==> src/sv/frc_pkg.sv <==
// Package for the response frame checker: item types, frame constants and
// the byte-wide CRC-16/XMODEM update. No dependencies.
package frc_pkg;

	localparam logic [7:0] START_BYTE0 = 8'hBE;
	localparam logic [7:0] START_BYTE1 = 8'hAA;
	localparam logic [7:0] END_BYTE0   = 8'hEB;
	localparam logic [7:0] END_BYTE1   = 8'hAA;
	localparam logic [15:0] CRC_POLY   = 16'h1021;

	localparam int POS_W      = 17;
	localparam int FRAME_OVHD = 8;
	localparam int FIFO_DEPTH = 4;
	localparam int PTR_W      = $clog2(FIFO_DEPTH);
	localparam int CNT_W      = $clog2(FIFO_DEPTH + 1);
	localparam int OUT_DATA_W = 40;

	typedef enum logic {
		KIND_DATA    = 1'b0,
		KIND_VERDICT = 1'b1
	} frc_kind_t;

	typedef struct packed {
		frc_kind_t   kind;
		logic [7:0]  payload_byte;
		logic [7:0]  status_byte;
		logic [15:0] data_count;
		logic        frame_good;
	} frc_item_t;

	function automatic logic [15:0] crc_byte(input logic [15:0] crc_in, input logic [7:0] b);
		logic [15:0] c;
		c = crc_in ^ {b, 8'h00};
		for (int i = 0; i < 8; i++) begin
			if (c[15]) begin
				c = {c[14:0], 1'b0} ^ CRC_POLY;
			end else begin
				c = {c[14:0], 1'b0};
			end
		end
		return c;
	endfunction

endpackage

==> src/sv/frc_front.sv <==
// Front part of the response frame checker: tracks the byte position, the CRC
// and the header fields, and classifies each byte. Depends on frc_pkg.
module frc_front (
	input  logic             clk,
	input  logic             arst_n,
	input  logic             in_fire,
	input  logic [7:0]       in_byte,
	input  logic             in_last,
	output logic             push,
	output frc_pkg::frc_item_t push_item
);
	import frc_pkg::*;

	localparam logic [POS_W-1:0] POS_MAX = '1;

	logic [POS_W-1:0] pos_q, len_ext;
	logic [15:0]      crc_q, crc_d, size_q, size_d;
	logic [7:0]       status_q, status_d, crc_lo_q, crc_lo_d;
	logic             err_q, err_d, emit, good;

	assign len_ext = {1'b0, size_q};

	always_comb begin
		crc_d    = crc_q;
		size_d   = size_q;
		status_d = status_q;
		crc_lo_d = crc_lo_q;
		err_d    = err_q;
		emit     = 1'b0;
		priority if (pos_q == POS_W'(0)) begin
			if (in_byte != START_BYTE0) err_d = 1'b1;
			crc_d = crc_byte(crc_q, in_byte);
		end else if (pos_q == POS_W'(1)) begin
			if (in_byte != START_BYTE1) err_d = 1'b1;
			crc_d = crc_byte(crc_q, in_byte);
		end else if (pos_q == POS_W'(2)) begin
			size_d = {8'h00, in_byte};
			crc_d  = crc_byte(crc_q, in_byte);
		end else if (pos_q == POS_W'(3)) begin
			size_d = {in_byte, size_q[7:0]};
			crc_d  = crc_byte(crc_q, in_byte);
			if ({in_byte, size_q[7:0]} == 16'h0000) err_d = 1'b1;
		end else if (pos_q <= len_ext + POS_W'(3)) begin
			crc_d = crc_byte(crc_q, in_byte);
			if (pos_q == POS_W'(4)) begin
				status_d = in_byte;
			end else begin
				emit = !err_q;
			end
		end else if (pos_q == len_ext + POS_W'(4)) begin
			crc_lo_d = in_byte;
		end else if (pos_q == len_ext + POS_W'(5)) begin
			if ({in_byte, crc_lo_q} != crc_q) err_d = 1'b1;
		end else if (pos_q == len_ext + POS_W'(6)) begin
			if (in_byte != END_BYTE0) err_d = 1'b1;
		end else if (pos_q == len_ext + POS_W'(7)) begin
			if (in_byte != END_BYTE1) err_d = 1'b1;
		end else begin
			err_d = 1'b1;
		end

		good = !err_d && (pos_q >= POS_W'(4)) &&
		       (pos_q == {1'b0, size_d} + POS_W'(FRAME_OVHD - 1));

		if (in_last) begin
			push_item.kind         = KIND_VERDICT;
			push_item.payload_byte = 8'h00;
			push_item.status_byte  = good ? status_d : 8'h00;
			push_item.data_count   = good ? size_d - 16'd1 : 16'h0000;
			push_item.frame_good   = good;
		end else begin
			push_item.kind         = KIND_DATA;
			push_item.payload_byte = in_byte;
			push_item.status_byte  = 8'h00;
			push_item.data_count   = 16'h0000;
			push_item.frame_good   = 1'b0;
		end
		push = in_fire && (in_last || emit);
	end

	always_ff @(posedge clk or negedge arst_n) begin
		if (!arst_n) begin
			pos_q    <= '0;
			crc_q    <= '0;
			size_q   <= '0;
			status_q <= '0;
			crc_lo_q <= '0;
			err_q    <= 1'b0;
		end else if (in_fire) begin
			if (in_last) begin
				pos_q    <= '0;
				crc_q    <= '0;
				size_q   <= '0;
				status_q <= '0;
				crc_lo_q <= '0;
				err_q    <= 1'b0;
			end else begin
				if (pos_q != POS_MAX) pos_q <= pos_q + POS_W'(1);
				crc_q    <= crc_d;
				size_q   <= size_d;
				status_q <= status_d;
				crc_lo_q <= crc_lo_d;
				err_q    <= err_d;
			end
		end
	end

endmodule

==> src/sv/frc_queue.sv <==
// Short result queue between the front and back parts of the frame checker.
// Depends on frc_pkg.
module frc_queue (
	input  logic               clk,
	input  logic               arst_n,
	input  logic               push,
	input  frc_pkg::frc_item_t push_item,
	output logic               full,
	input  logic               pop,
	output frc_pkg::frc_item_t head_item,
	output logic               not_empty
);
	import frc_pkg::*;

	frc_item_t        mem_q [FIFO_DEPTH];
	logic [PTR_W-1:0] wr_ptr_q, rd_ptr_q;
	logic [CNT_W-1:0] count_q;
	logic             do_push, do_pop;

	assign full      = (count_q == CNT_W'(FIFO_DEPTH));
	assign not_empty = (count_q != '0);
	assign do_push   = push && !full;
	assign do_pop    = pop && not_empty;
	assign head_item = mem_q[rd_ptr_q];

	always_ff @(posedge clk) begin
		if (do_push) mem_q[wr_ptr_q] <= push_item;
	end

	always_ff @(posedge clk or negedge arst_n) begin
		if (!arst_n) begin
			wr_ptr_q <= '0;
			rd_ptr_q <= '0;
			count_q  <= '0;
		end else begin
			if (do_push) begin
				wr_ptr_q <= (wr_ptr_q == PTR_W'(FIFO_DEPTH - 1)) ? '0 : wr_ptr_q + PTR_W'(1);
			end
			if (do_pop) begin
				rd_ptr_q <= (rd_ptr_q == PTR_W'(FIFO_DEPTH - 1)) ? '0 : rd_ptr_q + PTR_W'(1);
			end
			if (do_push && !do_pop) begin
				count_q <= count_q + CNT_W'(1);
			end else if (do_pop && !do_push) begin
				count_q <= count_q - CNT_W'(1);
			end
		end
	end

endmodule

==> src/sv/frc_back.sv <==
// Back part of the frame checker: drains the result queue into the output
// register of the master stream. Depends on frc_pkg.
module frc_back (
	input  logic                              clk,
	input  logic                              arst_n,
	input  logic                              not_empty,
	input  frc_pkg::frc_item_t                head_item,
	output logic                              pop,
	output logic                              m_tvalid,
	input  logic                              m_tready,
	output logic [frc_pkg::OUT_DATA_W-1:0]    m_tdata,
	output logic                              m_tuser
);
	import frc_pkg::*;

	frc_item_t out_q;
	logic      valid_q;

	assign pop      = not_empty && (!valid_q || m_tready);
	assign m_tvalid = valid_q;
	assign m_tuser  = out_q.kind;
	assign m_tdata  = {(OUT_DATA_W - 33)'(0), out_q.frame_good, out_q.data_count,
	                   out_q.status_byte, out_q.payload_byte};

	always_ff @(posedge clk) begin
		if (pop) out_q <= head_item;
	end

	always_ff @(posedge clk or negedge arst_n) begin
		if (!arst_n) begin
			valid_q <= 1'b0;
		end else if (pop) begin
			valid_q <= 1'b1;
		end else if (m_tready) begin
			valid_q <= 1'b0;
		end
	end

endmodule

==> src/sv/response_frame_checker_core.sv <==
// Top level of the response frame checker: front, result queue and back part.
// Depends on frc_pkg, frc_front, frc_queue and frc_back.
//
// The block takes one frame byte per clock cycle on the slave stream and
// checks start bytes, nonzero length, CRC-16/XMODEM, trailer and total
// length. Each payload data byte after the status leaves as a data transfer
// while the frame is still error free, and the byte marked with tlast leaves
// as a verdict transfer. A byte travels through the front part in its accept
// cycle, then through the four-entry queue and the output register.
// s_tready drops only while the four-entry queue is full, so one byte per
// cycle is sustained as long as the master side takes results.
module response_frame_checker_core (
	input  logic                           clk,
	input  logic                           arst_n,
	input  logic                           s_tvalid,
	output logic                           s_tready,
	input  logic [7:0]                     s_tdata,  // [7:0] rx_byte
	input  logic                           s_tlast,  // end_of_frame
	output logic                           m_tvalid,
	input  logic                           m_tready,
	// [7:0] payload_byte, [15:8] status_byte, [31:16] data_count,
	// [32] frame_good, [39:33] zero
	output logic [frc_pkg::OUT_DATA_W-1:0] m_tdata,
	output logic                           m_tuser   // item_kind
);
	import frc_pkg::*;

	frc_item_t push_item, head_item;
	logic      push, full, pop, not_empty, in_fire;

	assign s_tready = !full;
	assign in_fire  = s_tvalid && s_tready;

	frc_front u_front (
		.clk       (clk),
		.arst_n    (arst_n),
		.in_fire   (in_fire),
		.in_byte   (s_tdata),
		.in_last   (s_tlast),
		.push      (push),
		.push_item (push_item)
	);

	frc_queue u_queue (
		.clk       (clk),
		.arst_n    (arst_n),
		.push      (push),
		.push_item (push_item),
		.full      (full),
		.pop       (pop),
		.head_item (head_item),
		.not_empty (not_empty)
	);

	frc_back u_back (
		.clk       (clk),
		.arst_n    (arst_n),
		.not_empty (not_empty),
		.head_item (head_item),
		.pop       (pop),
		.m_tvalid  (m_tvalid),
		.m_tready  (m_tready),
		.m_tdata   (m_tdata),
		.m_tuser   (m_tuser)
	);

endmodule

==> config.mk <==
export PLATFORM = sky130hd
export DESIGN_NAME = response_frame_checker_core
export DESIGN_NICKNAME = d
export VERILOG_FILES = /design/src/sv/frc_pkg.sv /design/src/sv/frc_front.sv /design/src/sv/frc_queue.sv /design/src/sv/frc_back.sv /design/src/sv/response_frame_checker_core.sv
export SDC_FILE = /design/constraint.sdc
export NUM_CORES = 1
export LEC_CHECK = 0
export BUFFER_PORTS_ARGS = -buffer_cell sky130_fd_sc_hd__buf_2
export CAP_MARGIN = 20
export CORE_MARGIN = 2
export CORE_UTILIZATION = 45
export CTS_CLUSTER_SIZE = 25
export DETAILED_ROUTE_END_ITERATION = 7
export GPL_TIMING_DRIVEN = 0
export SLEW_MARGIN = 0
export SYNTH_ARGS = -nofsm -noshare
export SYNTH_HDL_FRONTEND = slang
export SYNTH_SLANG_ARGS = --single-unit
==> constraint.sdc <==
create_clock -name clk -period 7.25 [get_ports clk]
set_clock_uncertainty 0.1 [all_clocks]
set_input_delay 0.725 -clock clk [delete_from_list [all_inputs] [get_ports clk]]
set_output_delay 0.725 -clock clk [all_outputs]
set_load 0.02 [all_outputs]
# After elaboration in Yosys (flattened, before gate mapping)
# Memory sizes are Yosys's and may differ from the RTL's. A register that Yosys moved wholly into a read port is not among the register bits.
# Cells that the tools add are included.
# op_classes
muxes	200
n_reduce_logical	28
eq_ne	22
n_addsub	12
order_cmp	2
n_bitwise	37
# ops
op	n
$mux 16	117
$mux 13	36
$mux 8	15
$not 3->3	36
$add 16x3->17 const B	5
$eq 17x17->1	5
$eq 17x2->1 const B	2
$mux 17	2
$mux 34	1
$mux 1	25
$ne 8x8->1 const B	3
$add 16x2->17 const B	1
$add 17x1->17 const B	1
$eq 17x1->1 const B	1
$eq 17x3->1 const B	1
$ge 17x3->1 const B	1
$le 17x17->1	1
$logic_not 17->1	1
$ne 17x17->1 const B	1
$logic_not 16->1	1
$ne 16x16->1	1
$sub 16x1->16 const B	1
$xor 16x16->16	1
$ne 2x2->1 const B	5
15 further kinds	37
# word_totals
word_cells	312
mem_bits_rw	136
n_memories	1
ff_bits	74
# memory_table
name	words	word_bits	read_ports	rd_ports_with_merged_regs	write_ports	line_no	rtl
u_queue.mem_q	4	34	1	1	1	frc_queue.sv:15	frc_item_t mem_q [FIFO_DEPTH];

# Longest topological paths before layout
# logic_depth
depth_word	58
ltp_mapped	20
ltp_nobuf	20

# Hierarchy
# Synthesis repeated with hierarchy kept, for this count alone.
# hier_totals
hier_cells	1224
hier_area_um2	14161.1
# by_module_without_submodules
mod	cells_per_inst	area_per_inst_um2	seq_area_each_um2	instances
frc_front	961	7611.0	1651.6	1
frc_queue	215	5418.9	4259.1	1
frc_back	46	1121.1	1046.0	1
response_frame_checker_core	2	10.0	0.0	1

# Worst setup path after synthesis
# Ideal clock, no wire load.
# synth_path
path_kind	flip-flop to flip-flop
startpoint	register u_front.size_q[1]
endpoint	memory u_queue.mem_q[3][0] in the netlist's numbering (enable)
setup_time_ns	0.394
setup_slack_ns	2.879
arrival_ns	3.877
stages_incl_launch_ff	15
cell_sequence	dfrtp_1 inv_1 ha_1 nor2_1 nand4_1 nor3_1 xnor2_1 ha_1 a21o_1 a21oi_1 nor2b_1 o31ai_1 a21oi_1 nor2_1 and2_1
# synth_between
elab_chain_cells	12
# synth_rtl
item	line_no	rtl
start: declaration	frc_front.sv:17	logic [15:0] crc_q, crc_d, size_q, size_d;
start signal: assignment	frc_front.sv:100	size_q <= size_d;
$add 16x2->17	frc_front.sv:43	end else if (pos_q <= len_ext + POS_W'(3)) begin
$le 17x17->1	frc_front.sv:43	
$mux 1	frc_front.sv:43	
$mux 1	frc_front.sv:39	end else if (pos_q == POS_W'(3)) begin
$mux 1	frc_front.sv:36	end else if (pos_q == POS_W'(2)) begin
$mux 1	frc_front.sv:33	end else if (pos_q == POS_W'(1)) begin
$mux 1	frc_front.sv:30	priority if (pos_q == POS_W'(0)) begin
$logic_or 1x1->1	frc_front.sv:78	push = in_fire && (in_last || emit);
$logic_and 1x1->1	frc_front.sv:78	
$logic_and 1x1->1	frc_queue.sv:22	assign do_push = push && !full;
net u_queue.do_push	frc_queue.sv:18	logic do_push, do_pop;
$mux 1	frc_queue.sv:27	if (do_push) mem_q[wr_ptr_q] <= push_item;
$mux 1 (not written as such)	frc_queue.sv:27	
end: declaration	frc_queue.sv:15	
# The timed path passes the listed nets, and every way through them passes these cells.

# Worst setup path after layout
# layout_path
startpoint	register u_front.size_q[1]
endpoint	memory u_queue.mem_q[2][27] in the netlist's numbering (enable)
# Same word-level chain as after synthesis.

==> out/metrics.cfg <==
[status]
outcome=finished, final reports clean

[job]
cap_violations=0

[setup_path]
cpMaxStageDelayCell=and2_2
cp-end-kind=flip-flop
path_cells=inv_1 -> ha_1 -> nor2_1 -> nand4_1 -> nor3_1 -> xnor2_1 -> ha_1 -> a21o_1 -> a21oi_1 -> nor2b_1 -> o31ai_1 -> a21oi_1 -> nor2_1 -> and2_2
start_kind=flip-flop
cp_slowest_stage_delay_ps=840
critPathTopFamily=simple AND/OR/NAND/NOR gates
path_class=flip-flop to flip-flop
required_ps=7310
critPathMaxFanout=34
path_buf_inv=1
ff2ff_setup_slack_ps=1470
worst_ep_arrival_time_ps=5840

[grt]
grt-ovfl-total=0
grt_usage=0.228
busiest_layer=met2
met3_usage=0.0313
met1_usage=0.322
grtUsageMet2=0.360
grt_pass1_wl_mm=55.0
grt_max_degree=65
first_global_vias=9347
antenna_found_initial=0

[sta]
hold_violations=0
slew_headroom=0.384
holdWs_ps=276
setup_violations=0
fin_tns_setup_ps=0
fin_crit_sh=0.797
min_period_ps=5780
rsz0062_at_grt=no
max_freq_ghz=0.173
worst_slew_pin_slew_ps=924
slew_viol_final=0

[clock_network]
cts_buffers=25
hold_buffers=1
path_clk_slew_ps=60
cts_tree=done
clock_path_buffers=3
clk_latency_ps=540
post_cts_buffers=0
root_buffer=clkbuf_16
post_cts_resized=0
clock-sinks=244
h-tree-depth=1

[detailed_routing]
drt_iter0_drc=783
antenna_left=0
firstDrtPassIters=5
totalWireLength_mm=35.7
wl_per_cell_um=21.4
via_per_inst=5.78
vias=9633
drc=0

[cells_and_area]
layout.cells.non_filler=1666
layout.nets=1311
regArea_um2=6960
num_antenna_cells=0
drive_above_1_share=0.172
multiInputGateArea_um2=6240
fill_cells=2679
area_delta_synth_final_pct=12.4

[floorplanning]
fp-row-count=63
io_pins=56
die_height_um=179
die_x_um=179
die_area_um2=31900
core_region_area_um2=29800
start_util=0.460

[placement]
dp_hpwl_mm=26.2
placed_cells=1619
place.port_buffers=44
gp_congestion=0.941

[yosys]
synthAdderAreaFrac=0.0380
synth_cell_types=83
syn_area_per_cell_um2=11.7
synth.area.mux_share=0.0804
synthCells=1174
synth_area_um2=13700
ys_warn_count=0
synth-compound-area-share=0.103
synth_edf_count=170
synth-xor-area-share=0.0842
yosys_most_used_dff=edfxtp_1
synth-seq-cells=244
async_reset_ff_frac=0.303
synth_top_family_by_area=simple AND/OR/NAND/NOR gates
ys_seq_area_frac=0.507
yosys.area_share.simple=0.146

[power_and_ir_drop]
powerDensity_nw_per_um2=336
ir_drop_v=0.000180
p_leak_nw=5.88
p_total_mw=5.18

[worst_hold_path]
hold_path.class=primary input to flip-flop

[cells in the mapped netlist, drive strengths merged (4+ instances only)]
cell type / n / area share
nand3b: 4 / 0.0022
mux4: 34 / 0.056
o2111ai: 7 / 0.0045
and3: 11 / 0.0050
nand2b: 6 / 0.0027
a31oi: 11 / 0.0050
buf: 39 / 0.020
inv: 33 / 0.0090
or3: 5 / 0.0026
and2: 9 / 0.0043
mux2: 13 / 0.011
nor2b: 13 / 0.0059
nor2: 90 / 0.028
o21bai: 4 / 0.0022
nand2: 100 / 0.028
a22o: 15 / 0.0099
a21oi: 38 / 0.014
clkbuf: 39 / 0.011
nor4: 21 / 0.013
dfrtp: 74 / 0.14
a211oi: 8 / 0.0047
a21o: 14 / 0.0077
nand3: 29 / 0.011
and4: 9 / 0.0059
xor2: 44 / 0.029
o21ai: 60 / 0.022
mux2i: 19 / 0.014
nand4: 29 / 0.015
nor3: 33 / 0.012
o211ai: 5 / 0.0037
xnor2: 87 / 0.056
ha: 40 / 0.036
edfxtp: 170 / 0.37
o31ai: 9 / 0.0049
[per-layer routing]
layer	vias to the layer above	wire length (um)
met5	-	0
met4	0	1450
met3	90	2170
met2	330	16200
met1	4711	15800
li1	4502	-
[placed cells by master, fill, tap and decap left out, types with 8 or more instances in the layout]
| cell type | n |
|---|---|
| edfxtp_1 | 170 |
| nand2_1 | 99 |
| xnor2_1 | 87 |
| dfrtp_1 | 74 |
| nor2_1 | 70 |
| o21ai_0 | 58 |
| buf_2 | 57 |
| clkbuf_1 | 43 |
| xor2_1 | 43 |
| ha_1 | 40 |
| a21oi_1 | 37 |
| mux4_2 | 34 |
| nor3_1 | 33 |
| inv_1 | 32 |
| nand3_1 | 28 |
| nand4_1 | 27 |
| clkbuf_16 | 25 |
| nor2_2 | 20 |
| mux2i_1 | 19 |
| nor4_1 | 17 |
| a21o_1 | 14 |
| nor2b_1 | 13 |
| buf_4 | 12 |
| mux2_2 | 12 |
| a22o_1 | 12 |
| and3_1 | 11 |
| a31oi_1 | 11 |
| buf_6 | 10 |
| o31ai_1 | 9 |
| and4_1 | 8 |
[metrics by stage]
stage                     area [um2]  setup WS, ps   util
after floorplan                13700          2880      -
after global placement         14400           941  0.485
after detailed placement       14600          1520  0.489
after CTS                      15400          1530  0.517
after global routing           15400          1070  0.517
final                          15400          1470  0.517
[path summary, 6_finish.rpt]
kind | cells after the start | to | startpoint
min | 2 | u_back.m_tvalid | m_tready
min reg2reg | 2 | u_front.status_q[4] | u_front.status_q[4]
min in group asynchronous | 2 | u_queue.rd_ptr_q[1] | arst_n
max in group asynchronous | 3 | u_queue.wr_ptr_q[0] | arst_n
max | 14 | u_queue.mem_q[2][27] | u_front.size_q[1]
max reg2reg | 14 | u_queue.mem_q[2][27] | u_front.size_q[1]
[registers in the layout, summed over array words and instances (netlist names), 3 cells and up]
signal	count
u_queue.mem_q	136
u_back.m_tdata	33
u_front.pos_q	17
u_front.crc_q	16
u_front.size_q	16
u_front.crc_lo_q	8
u_front.status_q	8
u_queue.count_q	3
[report_power, final]
group          switching (mW)  total [mW]  internal, mW
registers               0.129        1.97          1.84
clock network           0.540        1.32         0.779
logic                    1.12        1.89         0.771
total                    1.79        5.18          3.39
[worst register-to-register path, cell delays in order (launching register included)]
cell     delay (ps)
dfrtp_1         560
inv_1           240
ha_1            360
nor2_1          390
nand4_1         280
nor3_1          330
xnor2_1         150
ha_1            260
a21o_1          160
a21oi_1         160
nor2b_1          70
o31ai_1         750
a21oi_1         290
nor2_1          450
and2_2          840
[final cells by class]
class	count	share of cell area
plain buffers	78	0.0277
clock buffers	29	0.0415
clock inverters	17	0.0129
inverters	33	0.00803
multi-input cells	825	0.405
flip-flops and latches	244	0.451
well taps	390	0.0316
repair buffers	50	0.0221
[cells by family (layout without fill, tap and decap cells)]
family                   count (synthesis)  count (layout)
XOR/XNOR                               131             131
other                                    1               7
multiplexers                            66              66
flip-flops                             244             244
AO/OA/AOI/OAI                          203             203
adder cells (fa/ha/maj)                 41              41
buffers and inverters                  111             207
AND/OR/NAND/NOR                        377             377
Power figures use the tool's default switching activity.
